## src/hdl/dwt_ram.sv

```systemverilog
// Generic single-write, single-read RAM with registered read data.
`default_nettype none
module dwt_ram #(
    parameter int WIDTH = 16,
    parameter int DEPTH = 32
) (
    input  wire logic                     i_clk,
    input  wire logic                     i_we,
    input  wire logic [$clog2(DEPTH)-1:0] i_waddr,
    input  wire logic [WIDTH-1:0]         i_wdata,
    input  wire logic [$clog2(DEPTH)-1:0] i_raddr,
    output logic      [WIDTH-1:0]         o_rdata
);
    logic [WIDTH-1:0] r_mem [DEPTH];

    always_ff @(posedge i_clk) begin
        if (i_we) begin
            r_mem[i_waddr] <= i_wdata;
        end
        o_rdata <= r_mem[i_raddr];
    end
endmodule
`default_nettype wire

```

## config.mk

```make
export PLATFORM = sky130hd
export DESIGN_NAME = dwt_ram
export DESIGN_NICKNAME = d
export VERILOG_FILES = /design/src/hdl/dwt_ram.sv
export SDC_FILE = /design/constraint.sdc
export NUM_CORES = 1
export LEC_CHECK = 0
export BUFFER_PORTS_ARGS = -buffer_cell sky130_fd_sc_hd__buf_2
export CORE_MARGIN = 3
export CORE_UTILIZATION = 24
export CTS_CLUSTER_DIAMETER = 50
export CTS_CLUSTER_SIZE = 24
export DETAILED_ROUTE_END_ITERATION = 7
export HOLD_SLACK_MARGIN = 0.06
export PLACE_DENSITY = 0.39
export SLEW_MARGIN = 20
export SYNTH_ARGS = -nofsm -noshare
export SYNTH_HDL_FRONTEND = slang
export SYNTH_SLANG_ARGS = --single-unit
```

## constraint.sdc

```tcl
create_clock -name i_clk -period 2.5 [get_ports i_clk]
set_clock_uncertainty 0.05 [all_clocks]
set_input_delay 0.125 -clock i_clk [delete_from_list [all_inputs] [get_ports i_clk]]
set_output_delay 0.125 -clock i_clk [all_outputs]
set_load 0.02 [all_outputs]
```

==> impl_metrics.json <==
{
  "status": "finished clean",
  "netlist_instances": 1143,
  "critPathRequiredTime_ps": 2870,
  "synthMuxAreaShare_pct": 12.5,
  "synthTopCellsByCount": "edfxtp_1, mux2i_1, a22oi_1",
  "coreArea_sq_um": 84200,
  "cts_tree": "done",
  "worstHoldPathType": "in2reg",
  "arrival_ps": 2330,
  "synth_fa_ha_area_share_pct": 0,
  "die_h_microns": 299,
  "synth_top_family_by_area": "multiplexers",
  "cts.path.max_buffers": 3,
  "synth_area_sq_um": 20500,
  "place.gp.congestion": 0.717,
  "drt_iter0_markers": 617,
  "synth_top_area_share_pct": 74.9,
  "area_growth_pct": 19.4,
  "cap_violations": 0,
  "async_flop_share_pct": 0,
  "die_area_sq_um": 89100,
  "synth_cell_type_count": 26,
  "path_class": "in2reg",
  "synth_seq_cells": 528,
  "critical_path.top_delay_family": "buffers and inverters",
  "maxSlewHeadroom_pct": 50.1,
  "start_util_pct": 24.4,
  "fin_tns_setup_ps": 0,
  "fmax_ghz": 0.509,
  "syn_nets": 1171,
  "insertion_delay_ps": 610,
  "nFillCells": 8356,
  "drive_above_1_share_pct": 19.7,
  "htreeDepth": 2,
  "dr.pass1.iters": 5,
  "antenna_found_initial": 3,
  "synth.avg_cell_area_sq_um": 18.0,
  "synth_most_common_cell": "edfxtp_1",
  "place.port_buffers": 43,
  "powerDensity_nw_per_um2": 776,
  "holdWs_ps": 84.5,
  "start_kind": "input port",
  "synth_top_area_cell": "edfxtp_1",
  "max_stage_delay_ps": 520,
  "ir_worst_vdd_uv": 438,
  "seq_area_sq_um": 15700,
  "drcViolationCount": 0,
  "grt_pass1_wl_mm": 78.4,
  "grt_pass1_vias": 11000,
  "wirelength_mm": 54.3,
  "ant_nets": 0,
  "path_cells": "dlygate4sd3_1, buf_2, buf_4, nand2b_1, buf_4, a21oi_1, a31oi_1, nand3_1",
  "synth-simple-area-share_pct": 3.49,
  "worstPathMaxFanout": 18,
  "hpwl_mm": 33.3,
  "worstMarginPinSlew_ps": 748,
  "synthFlopType": "edfxtp_1",
  "row_count": 106,
  "grt_max_degree": 51,
  "p_leak_uw": 0.00840,
  "cpMaxStageDelayCell": "dlygate4sd3_1",
  "seq_area_frac_synth_pct": 76.4,
  "slew_violations": 0,
  "setup_viol": 0,
  "pin_count": 44,
  "cp-end-kind": "flip-flop",
  "track_usage_pct": 12.0,
  "synth_edf_count": 512,
  "synthXorXnorAreaFrac_pct": 0,
  "post-route-period-util_pct": 78.5,
  "ctsHoldBuffers": 16,
  "finish.net_count": 1309,
  "post_cts_resized": 0,
  "root_buffer": "clkbuf_16",
  "cts-buffers-inserted": 52,
  "clkTransAtPathRegs_ps": 60,
  "wl_per_cell_microns": 22.1,
  "cp_common_cell": "buf_4",
  "path_buf_inv": 4,
  "layout_min_cycle_time_ps": 1960,
  "synth_compound_area_share_pct": 4.97,
  "hold_violations": 0,
  "rsz0062_at_grt": "false",
  "gr-total-overflow": 0,
  "multi_input_area_sq_um": 4400,
  "cts_num_sinks": 528,
  "ys.warnings.count": 0,
  "num_vias": 10700,
  "synth_area_leaders": "edfxtp_1, mux2i_1, a22oi_1",
  "cts_setup_buffers": 0,
  "die_w_microns": 299,
  "vias_per_cell": 4.33
}
==> worst paths after layout <==
kind	startpoint	to	slack [ps]	depth (start not counted)
max	i_raddr[3]	o_rdata[2]	540	8
min	i_wdata[0]	r_mem[29][0]	80	1
max reg2reg	r_mem[1][2]	o_rdata[2]	790	5
min reg2reg	r_mem[16][7]	o_rdata[7]	570	4
==> layer usage <==
metal / vias to the layer above / share of wire (%) / global-route usage [%]
met5: - / 0 / 0
met4: 0 / 1.5 / 2.59
met3: 63 / 4.4 / 2.35
met2: 179 / 46 / 18.8
met1: 5566 / 48 / 17.2
li1: 4856 / - / -
==> sequential cells by signal (all words and copies together) (netlist names) <==
name and count:
r_mem 512, o_rdata 16
==> worst register-to-register path, stage by stage, from the launching register on <==
cell and delay, ps:
edfxtp_1 360, mux2i_1 160, a22o_1 170, nor3_1 90, a31oi_1 450, nand3_1 250
==> layout make-up <==
| cell class | instances | share of cell area (%) |
|---|---|---|
| Timing Repair Buffer | 151 | 5.00 |
| Antenna cell | 3 | 0.0306 |
| Clock inverter | 41 | 1.88 |
| Sequential cell | 528 | 64.0 |
| Multi-Input combinational cell | 548 | 17.9 |
| Clock buffer | 55 | 5.35 |
| Tap cell | 1134 | 5.79 |
==> cell usage in the layout (no fill, tap or decap), types with 3 or more instances in the layout <==
master and n:
nand3b_1 5, diode_2 3, nand3_1 34, clkinv_4 4, clkinv_2 5, a22oi_1 64
or3b_2 3, buf_12 12, inv_6 5, nand4_1 16, buf_2 42, clkinvlp_4 7
clkinv_8 6, nor3_1 16, dlygate4sd3_1 16, a31oi_1 16, buf_4 80, dfxtp_1 16
a22o_1 32, nor2_2 32, bufinv_16 5, mux2i_1 256, clkbuf_1 3, clkinv_1 6
inv_8 3, nand2_1 33, clkbuf_16 52, edfxtp_1 512, a21oi_1 32
==> power by group <==
part           leakage, uW  internal, uW  total (uW)  switching, uW
registers          0.00475          9840        9880           48.1
logic              0.00281           372        1100            727
clock network     0.000844          4450        8060           3610
==> kinds of logic (layout without fill, tap and decap cells) <==
| kind of cell | after synthesis | in the layout |
|---|---|---|
| compound gates | 144 | 144 |
| buf+inv | 67 | 247 |
| simple gates | 148 | 148 |
| flops | 528 | 528 |
| mux | 256 | 256 |
| other cells | 0 | 3 |
==> per-stage QoR <==
step	total power (uW)	worst slack [ps]	std cells	util, %	area (sq um)
4_1_cts	19400	585	2457	29.1	24500
3_3_place_gp	11200	432	2345	26.8	22600
5_1_grt	19700	399	2457	29.1	24500
3_5_place_dp	11200	409	2345	26.8	22600
2_1_floorplan	10700	585	1143	-	20500
6_report	19000	537	2460	29.1	24500
No activity file was read; power rests on OpenSTA's default activity.
